[config.mk]
export PLATFORM = sky130hd
export DESIGN_NAME = thermostat_fan_pwm_controller_top
export DESIGN_NICKNAME = d
export VERILOG_FILES = /design/src/sv/tfpc_pkg.sv /design/src/sv/tfpc_hold.sv /design/src/sv/tfpc_duty.sv /design/src/sv/thermostat_fan_pwm_controller_top.sv
export SDC_FILE = /design/constraint.sdc
export NUM_CORES = 1
export LEC_CHECK = 0
export BUFFER_PORTS_ARGS = -buffer_cell sky130_fd_sc_hd__buf_2
export CAP_MARGIN = 40
export CORE_ASPECT_RATIO = 1.25
export CORE_MARGIN = 4
export CORE_UTILIZATION = 60
export DETAILED_ROUTE_END_ITERATION = 7
export PLACE_DENSITY = 0.88
export SYNTH_ARGS = -nofsm -noshare
export SYNTH_HDL_FRONTEND = slang
export SYNTH_SLANG_ARGS = --single-unit
[constraint.sdc]
create_clock -name clk_i -period 8.5 [get_ports clk_i]
set_input_delay 0.425 -clock clk_i [delete_from_list [all_inputs] [get_ports clk_i]]
set_output_delay 0.425 -clock clk_i [all_outputs]
set_load 0.01 [all_outputs]
[src/sv/tfpc_pkg.sv]
// ----------------------------------------------------------------------------
// tfpc_pkg
// Shared types and constants of the thermostat fan PWM controller.
// ----------------------------------------------------------------------------
package tfpc_pkg;

  localparam int unsigned SampleW   = 12;
  localparam int unsigned GainW     = 8;
  localparam int unsigned HoldW     = 16;
  localparam int unsigned SetpointW = 7;
  localparam int unsigned TempW     = 8;
  localparam int unsigned CompareW  = 16;
  localparam int unsigned PerTickW  = 10;
  localparam int unsigned TicksW    = 6;
  localparam int unsigned CfgIdxW   = 2;
  localparam int unsigned CfgDataW  = 16;

  localparam logic [SetpointW-1:0] SetpointMax   = 7'd127;
  localparam logic [SetpointW-1:0] SetpointReset = 7'd20;
  localparam logic [TicksW-1:0]    TicksMax      = 6'd50;
  localparam logic [TempW-1:0]     DiffSat       = 8'd10;

  localparam logic [HoldW-1:0]    HoldReset    = 16'd1000;
  localparam logic [GainW-1:0]    GainReset    = 8'd82;
  localparam logic [CompareW-1:0] BaseReset    = 16'd4199;
  localparam logic [PerTickW-1:0] PerTickReset = 10'd84;

  localparam logic [CfgIdxW-1:0] RegHoldCount     = 2'd0;
  localparam logic [CfgIdxW-1:0] RegSensorGain    = 2'd1;
  localparam logic [CfgIdxW-1:0] RegBaseCompare   = 2'd2;
  localparam logic [CfgIdxW-1:0] RegComparePerTick = 2'd3;

  typedef struct packed {
    logic up;
    logic down;
  } btn_t;

  typedef struct packed {
    logic [PerTickW-1:0] per_tick;
    logic [CompareW-1:0] base;
  } duty_cfg_t;

endpackage

[src/sv/tfpc_hold.sv]
// ----------------------------------------------------------------------------
// tfpc_hold
// Button hold counters and the saturating setpoint register.
// ----------------------------------------------------------------------------
module tfpc_hold (
  input  logic                               clk_i,
  input  logic                               rst_ni,
  input  logic                               adv_i,
  input  tfpc_pkg::btn_t                     btn_i,
  input  logic [tfpc_pkg::HoldW-1:0]         hold_count_i,
  output logic [tfpc_pkg::SetpointW-1:0]     setpoint_o
);

  logic [tfpc_pkg::HoldW-1:0]     up_cnt_q, up_cnt_d, dn_cnt_q, dn_cnt_d;
  logic [tfpc_pkg::HoldW-1:0]     up_raw, dn_raw;
  logic                           up_last_q, dn_last_q;
  logic                           up_fire, dn_fire;
  logic [tfpc_pkg::SetpointW-1:0] sp_q, sp_d, sp_mid;

  always_comb begin
    if (!btn_i.up) begin
      up_raw = '0;
    end else if (up_last_q) begin
      up_raw = up_cnt_q + 1'b1;
    end else begin
      up_raw = up_cnt_q;
    end
    if (!btn_i.down) begin
      dn_raw = '0;
    end else if (dn_last_q) begin
      dn_raw = dn_cnt_q + 1'b1;
    end else begin
      dn_raw = dn_cnt_q;
    end
    up_fire  = (hold_count_i != '0) && (up_raw == hold_count_i);
    dn_fire  = (hold_count_i != '0) && (dn_raw == hold_count_i);
    up_cnt_d = up_fire ? '0 : up_raw;
    dn_cnt_d = dn_fire ? '0 : dn_raw;
    sp_mid   = (up_fire && sp_q < tfpc_pkg::SetpointMax) ? sp_q + 1'b1 : sp_q;
    sp_d     = (dn_fire && sp_mid != '0) ? sp_mid - 1'b1 : sp_mid;
  end

  always_ff @(posedge clk_i or negedge rst_ni) begin
    if (!rst_ni) begin
      up_cnt_q  <= '0;
      dn_cnt_q  <= '0;
      up_last_q <= 1'b0;
      dn_last_q <= 1'b0;
      sp_q      <= tfpc_pkg::SetpointReset;
    end else if (adv_i) begin
      up_cnt_q  <= up_cnt_d;
      dn_cnt_q  <= dn_cnt_d;
      up_last_q <= btn_i.up;
      dn_last_q <= btn_i.down;
      sp_q      <= sp_d;
    end
  end

  assign setpoint_o = sp_d;

endmodule

[src/sv/tfpc_duty.sv]
// ----------------------------------------------------------------------------
// tfpc_duty
// Fan compare value from temperature, setpoint and duty registers.
// ----------------------------------------------------------------------------
module tfpc_duty (
  input  logic [tfpc_pkg::TempW-1:0]     temp_i,
  input  logic [tfpc_pkg::SetpointW-1:0] setpoint_i,
  input  tfpc_pkg::duty_cfg_t            cfg_i,
  output logic [tfpc_pkg::CompareW-1:0]  compare_o
);

  logic [tfpc_pkg::TempW-1:0]                        diff;
  logic [tfpc_pkg::TicksW-1:0]                       ticks;
  logic [tfpc_pkg::PerTickW+tfpc_pkg::TicksW-1:0]    prod;
  logic [tfpc_pkg::CompareW:0]                       sum;

  always_comb begin
    diff  = temp_i - {1'b0, setpoint_i};
    if (diff >= tfpc_pkg::DiffSat) begin
      ticks = tfpc_pkg::TicksMax;
    end else begin
      ticks = {2'b00, diff[3:0]} + {diff[3:0], 2'b00};
    end
    prod = cfg_i.per_tick * ticks;
    sum  = {1'b0, cfg_i.base} + {1'b0, prod};
    if (temp_i < {1'b0, setpoint_i}) begin
      compare_o = '0;
    end else if (sum[tfpc_pkg::CompareW]) begin
      compare_o = '1;
    end else begin
      compare_o = sum[tfpc_pkg::CompareW-1:0];
    end
  end

endmodule

[src/sv/thermostat_fan_pwm_controller_top.sv]
// ----------------------------------------------------------------------------
// thermostat_fan_pwm_controller_top
// Thermostat with button-held setpoint and fan PWM compare output.
// ----------------------------------------------------------------------------
// Channel  | Bus          | Fields (low bit first)
// s_axis   | tdata 16 bit | up_pressed, down_pressed, adc_sample[11:0]
// m_axis   | tdata 32 bit | setpoint_deg[6:0], temperature_deg[7:0], fan_compare[15:0]
// cfg      | write only   | 0 hold_count, 1 sensor_gain, 2 base_compare, 3 compare_per_tick
//
// One item per cycle sustained while m_axis accepts; items pass through input,
// temperature and result registers. The sensor multiply sits between the first
// two, the duty multiply between the last two. Reset clears valid flags,
// counters and sets the setpoint to 20. A stall on m_axis backs up through all
// three stages before s_axis_tready drops.
// ----------------------------------------------------------------------------
module thermostat_fan_pwm_controller_top (
  input  logic                          clk_i,
  input  logic                          rst_ni,
  input  logic                          s_axis_tvalid,
  output logic                          s_axis_tready,
  input  logic [15:0]                   s_axis_tdata,  // up_pressed, down_pressed, adc_sample
  output logic                          m_axis_tvalid,
  input  logic                          m_axis_tready,
  output logic [31:0]                   m_axis_tdata,  // setpoint, temperature, compare, 0
  input  logic                          cfg_we_i,
  input  logic [tfpc_pkg::CfgIdxW-1:0]  cfg_idx_i,
  input  logic [tfpc_pkg::CfgDataW-1:0] cfg_data_i
);

  logic [tfpc_pkg::HoldW-1:0]    hold_q;
  logic [tfpc_pkg::GainW-1:0]    gain_q;
  tfpc_pkg::duty_cfg_t           duty_cfg_q;

  logic                          a_valid_q, b_valid_q, c_valid_q;
  logic                          a_ready, b_ready, c_ready, a_adv, b_adv;
  tfpc_pkg::btn_t                a_btn_q;
  logic [tfpc_pkg::SampleW-1:0]  a_sample_q;
  logic [tfpc_pkg::SampleW+tfpc_pkg::GainW-1:0] a_prod;
  logic [tfpc_pkg::TempW-1:0]    b_temp_q, c_temp_q;
  logic [tfpc_pkg::SetpointW-1:0] b_sp_q, c_sp_q, sp_next;
  logic [tfpc_pkg::CompareW-1:0] compare, c_cmp_q;

  always_ff @(posedge clk_i or negedge rst_ni) begin
    if (!rst_ni) begin
      hold_q              <= tfpc_pkg::HoldReset;
      gain_q              <= tfpc_pkg::GainReset;
      duty_cfg_q.base     <= tfpc_pkg::BaseReset;
      duty_cfg_q.per_tick <= tfpc_pkg::PerTickReset;
    end else if (cfg_we_i) begin
      case (cfg_idx_i)
        tfpc_pkg::RegHoldCount:      hold_q <= cfg_data_i;
        tfpc_pkg::RegSensorGain:     gain_q <= cfg_data_i[tfpc_pkg::GainW-1:0];
        tfpc_pkg::RegBaseCompare:    duty_cfg_q.base <= cfg_data_i;
        tfpc_pkg::RegComparePerTick: duty_cfg_q.per_tick <= cfg_data_i[tfpc_pkg::PerTickW-1:0];
        default: ;
      endcase
    end
  end

  assign c_ready       = !c_valid_q || m_axis_tready;
  assign b_ready       = !b_valid_q || c_ready;
  assign a_ready       = !a_valid_q || b_ready;
  assign b_adv         = b_valid_q && c_ready;
  assign a_adv         = a_valid_q && b_ready;
  assign s_axis_tready = a_ready;

  always_ff @(posedge clk_i or negedge rst_ni) begin
    if (!rst_ni) begin
      a_valid_q <= 1'b0;
      b_valid_q <= 1'b0;
      c_valid_q <= 1'b0;
    end else begin
      if (a_ready) begin
        a_valid_q <= s_axis_tvalid;
      end
      if (b_ready) begin
        b_valid_q <= a_valid_q;
      end
      if (c_ready) begin
        c_valid_q <= b_valid_q;
      end
    end
  end

  always_ff @(posedge clk_i) begin
    if (a_ready && s_axis_tvalid) begin
      a_btn_q.up   <= s_axis_tdata[0];
      a_btn_q.down <= s_axis_tdata[1];
      a_sample_q   <= s_axis_tdata[13:2];
    end
    if (a_adv) begin
      b_temp_q <= a_prod[tfpc_pkg::SampleW+tfpc_pkg::GainW-1:tfpc_pkg::SampleW];
      b_sp_q   <= sp_next;
    end
    if (b_adv) begin
      c_temp_q <= b_temp_q;
      c_sp_q   <= b_sp_q;
      c_cmp_q  <= compare;
    end
  end

  assign a_prod = a_sample_q * gain_q;

  tfpc_hold u_hold (
    .clk_i        (clk_i),
    .rst_ni       (rst_ni),
    .adv_i        (a_adv),
    .btn_i        (a_btn_q),
    .hold_count_i (hold_q),
    .setpoint_o   (sp_next)
  );

  tfpc_duty u_duty (
    .temp_i     (b_temp_q),
    .setpoint_i (b_sp_q),
    .cfg_i      (duty_cfg_q),
    .compare_o  (compare)
  );

  assign m_axis_tvalid = c_valid_q;
  assign m_axis_tdata  = {1'b0, c_cmp_q, c_temp_q, c_sp_q};

endmodule

==> metrics.csv <==
stage,metric,value,unit
run_status,status,"complete, no violations",
power_and_ir_drop,Sequential Power Share,0.202,
yosys,Mapped Cells,1438,
clocking,"Clk Latency, worst-skew pair",0.44,ns
yosys,"FF+latch count, synth",154,
sta,worst slew pin tran,0.8755,ns
routing,Pre-antenna DRT Iters,6,
sta,final hold viol count,0,
final_layout,final instance count without filler cells,1766,
placement,dpl cells,1732,
power_and_ir_drop,combinational fraction of design power,0.668,
routing,via count,11260,
clocking,clk sink count,154,
worst_setup_path,CP Class,reg -> reg,
yosys,main combinational cell family by area after synthesis,adder cells,
yosys,sequential fraction of the synthesis area,0.3021,
floorplan,Initial Utilization,0.6165,
floorplan,Die Ht,177.8,um
worst_setup_path,Setup crit end,c_cmp_q[0],
worst_setup_path,CP endpoint kind,register,
worst_setup_path,r2r endpoint,c_cmp_q[0],
worst_setup_path,FF-to-FF Start,b_temp_q[0],
grt,global-route wire length before repair,57.26,mm
power_and_ir_drop,clock share of power,0.130,
placement,post-detail-place hpwl,25.10,mm
clocking,clock-pin slew on the worst setup and hold paths,0.07,ns
floorplan,Rows,61,
placement,Placed Area,14340,um^2
final_layout,P&R area growth vs syn,8.312,%
floorplan,Die X,143.8,um
yosys,Post-Synth Adder-Cell Area,0.2308,
power_and_ir_drop,net switching power,2.810,mW
yosys,synthesized area per cell,9.620,um^2
sta,Period minus WS final,8.177,ns
routing,Final ANT Viol Nets,0,
worst_setup_path,worst-path maximum fanout,15,
clocking,clock root buffer,clkbuf_16,
clocking,TritonCTS buffer count,17,
placement,GPL Wtd Cong,0.9691,
clocking,clock buffer depth,2,
yosys,simple logic cell fraction of the synthesized area,0.1940,
yosys,Compound-Gate Fraction of Synth Area,0.1053,
routing,initial drt markers,1168,
worst_setup_path,Worst EP required,8.67,ns
yosys,"Distinct cells, synth",79,
power_and_ir_drop,peak supply drop,0.8116,mV
worst_setup_path,slowest cell delay on critical path,0.55,ns
yosys,Post-Syn Area,13830,um^2
min_path,worst hold stages,1,
grt,GRT overflow,0,
worst_setup_path,kind of cell adding the most delay to the critical path,adder cells,
grt,vias in the first global route,11480,
yosys,post-synthesis xor/xnor area fraction,0.04025,
final_layout,ratio of cells with drive above 1 in the final layout,0.1376,
sta,Final TNS setup,0,ns
final_layout,antenna cells,0,
power_and_ir_drop,Sw Ratio,0.4636,
yosys,mux cell area share after synthesis,0.05924,
placement,I/O Buffers,69,
grt,largest net degree at the start of global routing,67,
worst_setup_path,CP startpoint,b_temp_q[0],
routing,Via density,6.378,
run,maxcap violations,0,
sta,Slew Limit Fails,0,
worst_setup_path,CP Depth,29,
worst_setup_path,Reg2Reg Depth,29,
worst_setup_path,CP startpoint kind,register,
final_layout,post-layout util,0.6677,
worst_setup_path,Worst path slowest cell,fa_1,
worst_setup_path,Critical Path AT,8.35,ns
floorplan,die area,25560,um^2
min_path,Min-Delay Path Class,in -> reg,
power_and_ir_drop,internal power,3.252,mW
power_and_ir_drop,leakage power,6.662,nW
sta,fmax,122.3,MHz
clocking,CTS tree,yes,
grt,All-Layer GR Usage,0.2818,
routing,final wirelength,35.06,mm
clocking,H-tree levels,4,
final_layout,"commonest non-fill, non-tap cell in the layout",inv_1,
yosys,"EDFF count, synth",60,
floorplan,core region area,22440,um^2
routing,post-DR wirelength/cell,19.85,um
final_layout,"commonest cells after routing, fill and taps aside","inv_1 (174), nand2_1 (144), fa_1 (107), and2_1 (84), ha_1 (84)",
routing,drc violations,0,
worst_setup_path,reg2reg setup slack,0.32,ns
grt,initial antenna violation count,0,
final_layout,nets@finish,1700,
sta,Worst Skew,0.007151,ns
worst_setup_path,Buf/Inv on CP,5,
yosys,syn nets,1668,
worst_setup_path,"most used cell, CP",fa_1,
sta,Tcrit/Tclk final,0.9620,
power_and_ir_drop,P per Cell Area,404.6,nW/um^2
yosys,Ys Warns,0,
final_layout,"Design Area, Final",14980,um^2
sta,Relative slew margins,0.4163,
sta,# setup viols final,0,
yosys,Async SR Flop Fraction,0.6104,
floorplan,number of I/O pins,73,
yosys,main flop type after synthesis,dfrtp_1,
[timing repair]
action                                 in CTS  in global routing
setup endpoints to repair                   0                 15
hold buffers                                1                  0
endpoints found under the hold margin      28                  0
buffers inserted                            0                  1
resized for setup                           0                 10
[cell families after synthesis]
group                      after synthesis
muxes                                   74
adders and majority gates              191
other                                    1
DFF                                    154
AOI/OAI and AO/OA                      219
xor gates and xnor gates                62
and+or+nand+nor                        496
buffers and inverters                  241
[cell type report]
class	count	area (um^2)
Inverter	174	653.1
Tap cell	283	354.1
Clock buffer	17	425.4
Clock inverter	15	162.7
Fill cell	1605	7456
Sequential cell	154	4179
Multi-Input combinational cell	1043	8761
Timing Repair Buffer	80	447.9
[metrics by stage]
step                hold WS (ns)  worst slack [ns]  total power, mW
floorplan                 0.1294             1.046            4.194
global placement          0.3799            0.6151            4.823
detailed placement        0.3864            0.3273            5.065
CTS                       0.1529            0.1865            5.935
global route              0.1540          -0.03190            6.622
finish                    0.1586            0.3233            6.062
[synth_stat cells (all sizes together) (15+ instances only)]
cell,number,share of area
nor3,23,0.0087
nand2,144,0.039
fa,107,0.15
a21oi,44,0.016
mux2i,23,0.017
xor2,21,0.013
nor2,47,0.013
nor2b,21,0.0095
dfstp,20,0.038
mux2,50,0.041
nand3,31,0.011
and3,15,0.0068
edfxtp,60,0.13
inv,174,0.047
dfrtp,74,0.13
ha,84,0.076
clkbuf,44,0.012
nand4,25,0.012
and2,85,0.038
o21ai,67,0.024
nor4,24,0.011
nand2b,23,0.010
xnor2,40,0.025
buf,23,0.0089
[registers in the layout, summed over array words and instances (netlist names), 2 cells and up]
| signal | count |
|---|---|
| c_sp_q | 7 |
| b_sp_q | 7 |
| duty_cfg_q | 26 |
| a_btn_q | 2 |
| c_temp_q | 8 |
| c_cmp_q | 16 |
| u_hold.sp_q | 7 |
| b_temp_q | 8 |
| u_hold.up_cnt_q | 16 |
| a_sample_q | 12 |
| gain_q | 8 |
| u_hold.dn_cnt_q | 16 |
| hold_q | 16 |
[worst min-delay path by stage]
stage,slack [ns],to,start
after detailed placement,0.39,u_hold.dn_cnt_q[12],rst_ni
after global routing,0.15,a_sample_q[5],s_axis_tdata[7]
after global placement,0.38,u_hold.dn_cnt_q[12],rst_ni
final,0.16,a_btn_q[1],s_axis_tdata[0]
after floorplan,0.13,a_valid_q,rst_ni
after CTS,0.15,a_btn_q[1],s_axis_tdata[0]
[metal layers]
| metal | track usage | vias up | wire [um] |
|---|---|---|---|
| li1 | - | 5006 | - |
| met5 | 0 | - | 0 |
| met3 | 0.04394 | 146 | 2594 |
| met2 | 0.4906 | 612 | 17940 |
| met4 | 0.1413 | 0 | 1784 |
| met1 | 0.3365 | 5500 | 12730 |
[power by group through the flow]
| stage | clock network [mW] | registers (mW) | logic (mW) |
|---|---|---|---|
| 2_1_floorplan | 0 | 1.17 | 3.02 |
| 3_3_place_gp | 0 | 1.23 | 3.60 |
| 3_5_place_dp | 0 | 1.23 | 3.84 |
| 4_1_cts | 0.790 | 1.22 | 3.93 |
| 5_1_grt | 0.819 | 1.24 | 4.56 |
| 6_report | 0.789 | 1.23 | 4.05 |
No activity file was read; power rests on OpenSTA's default activity.
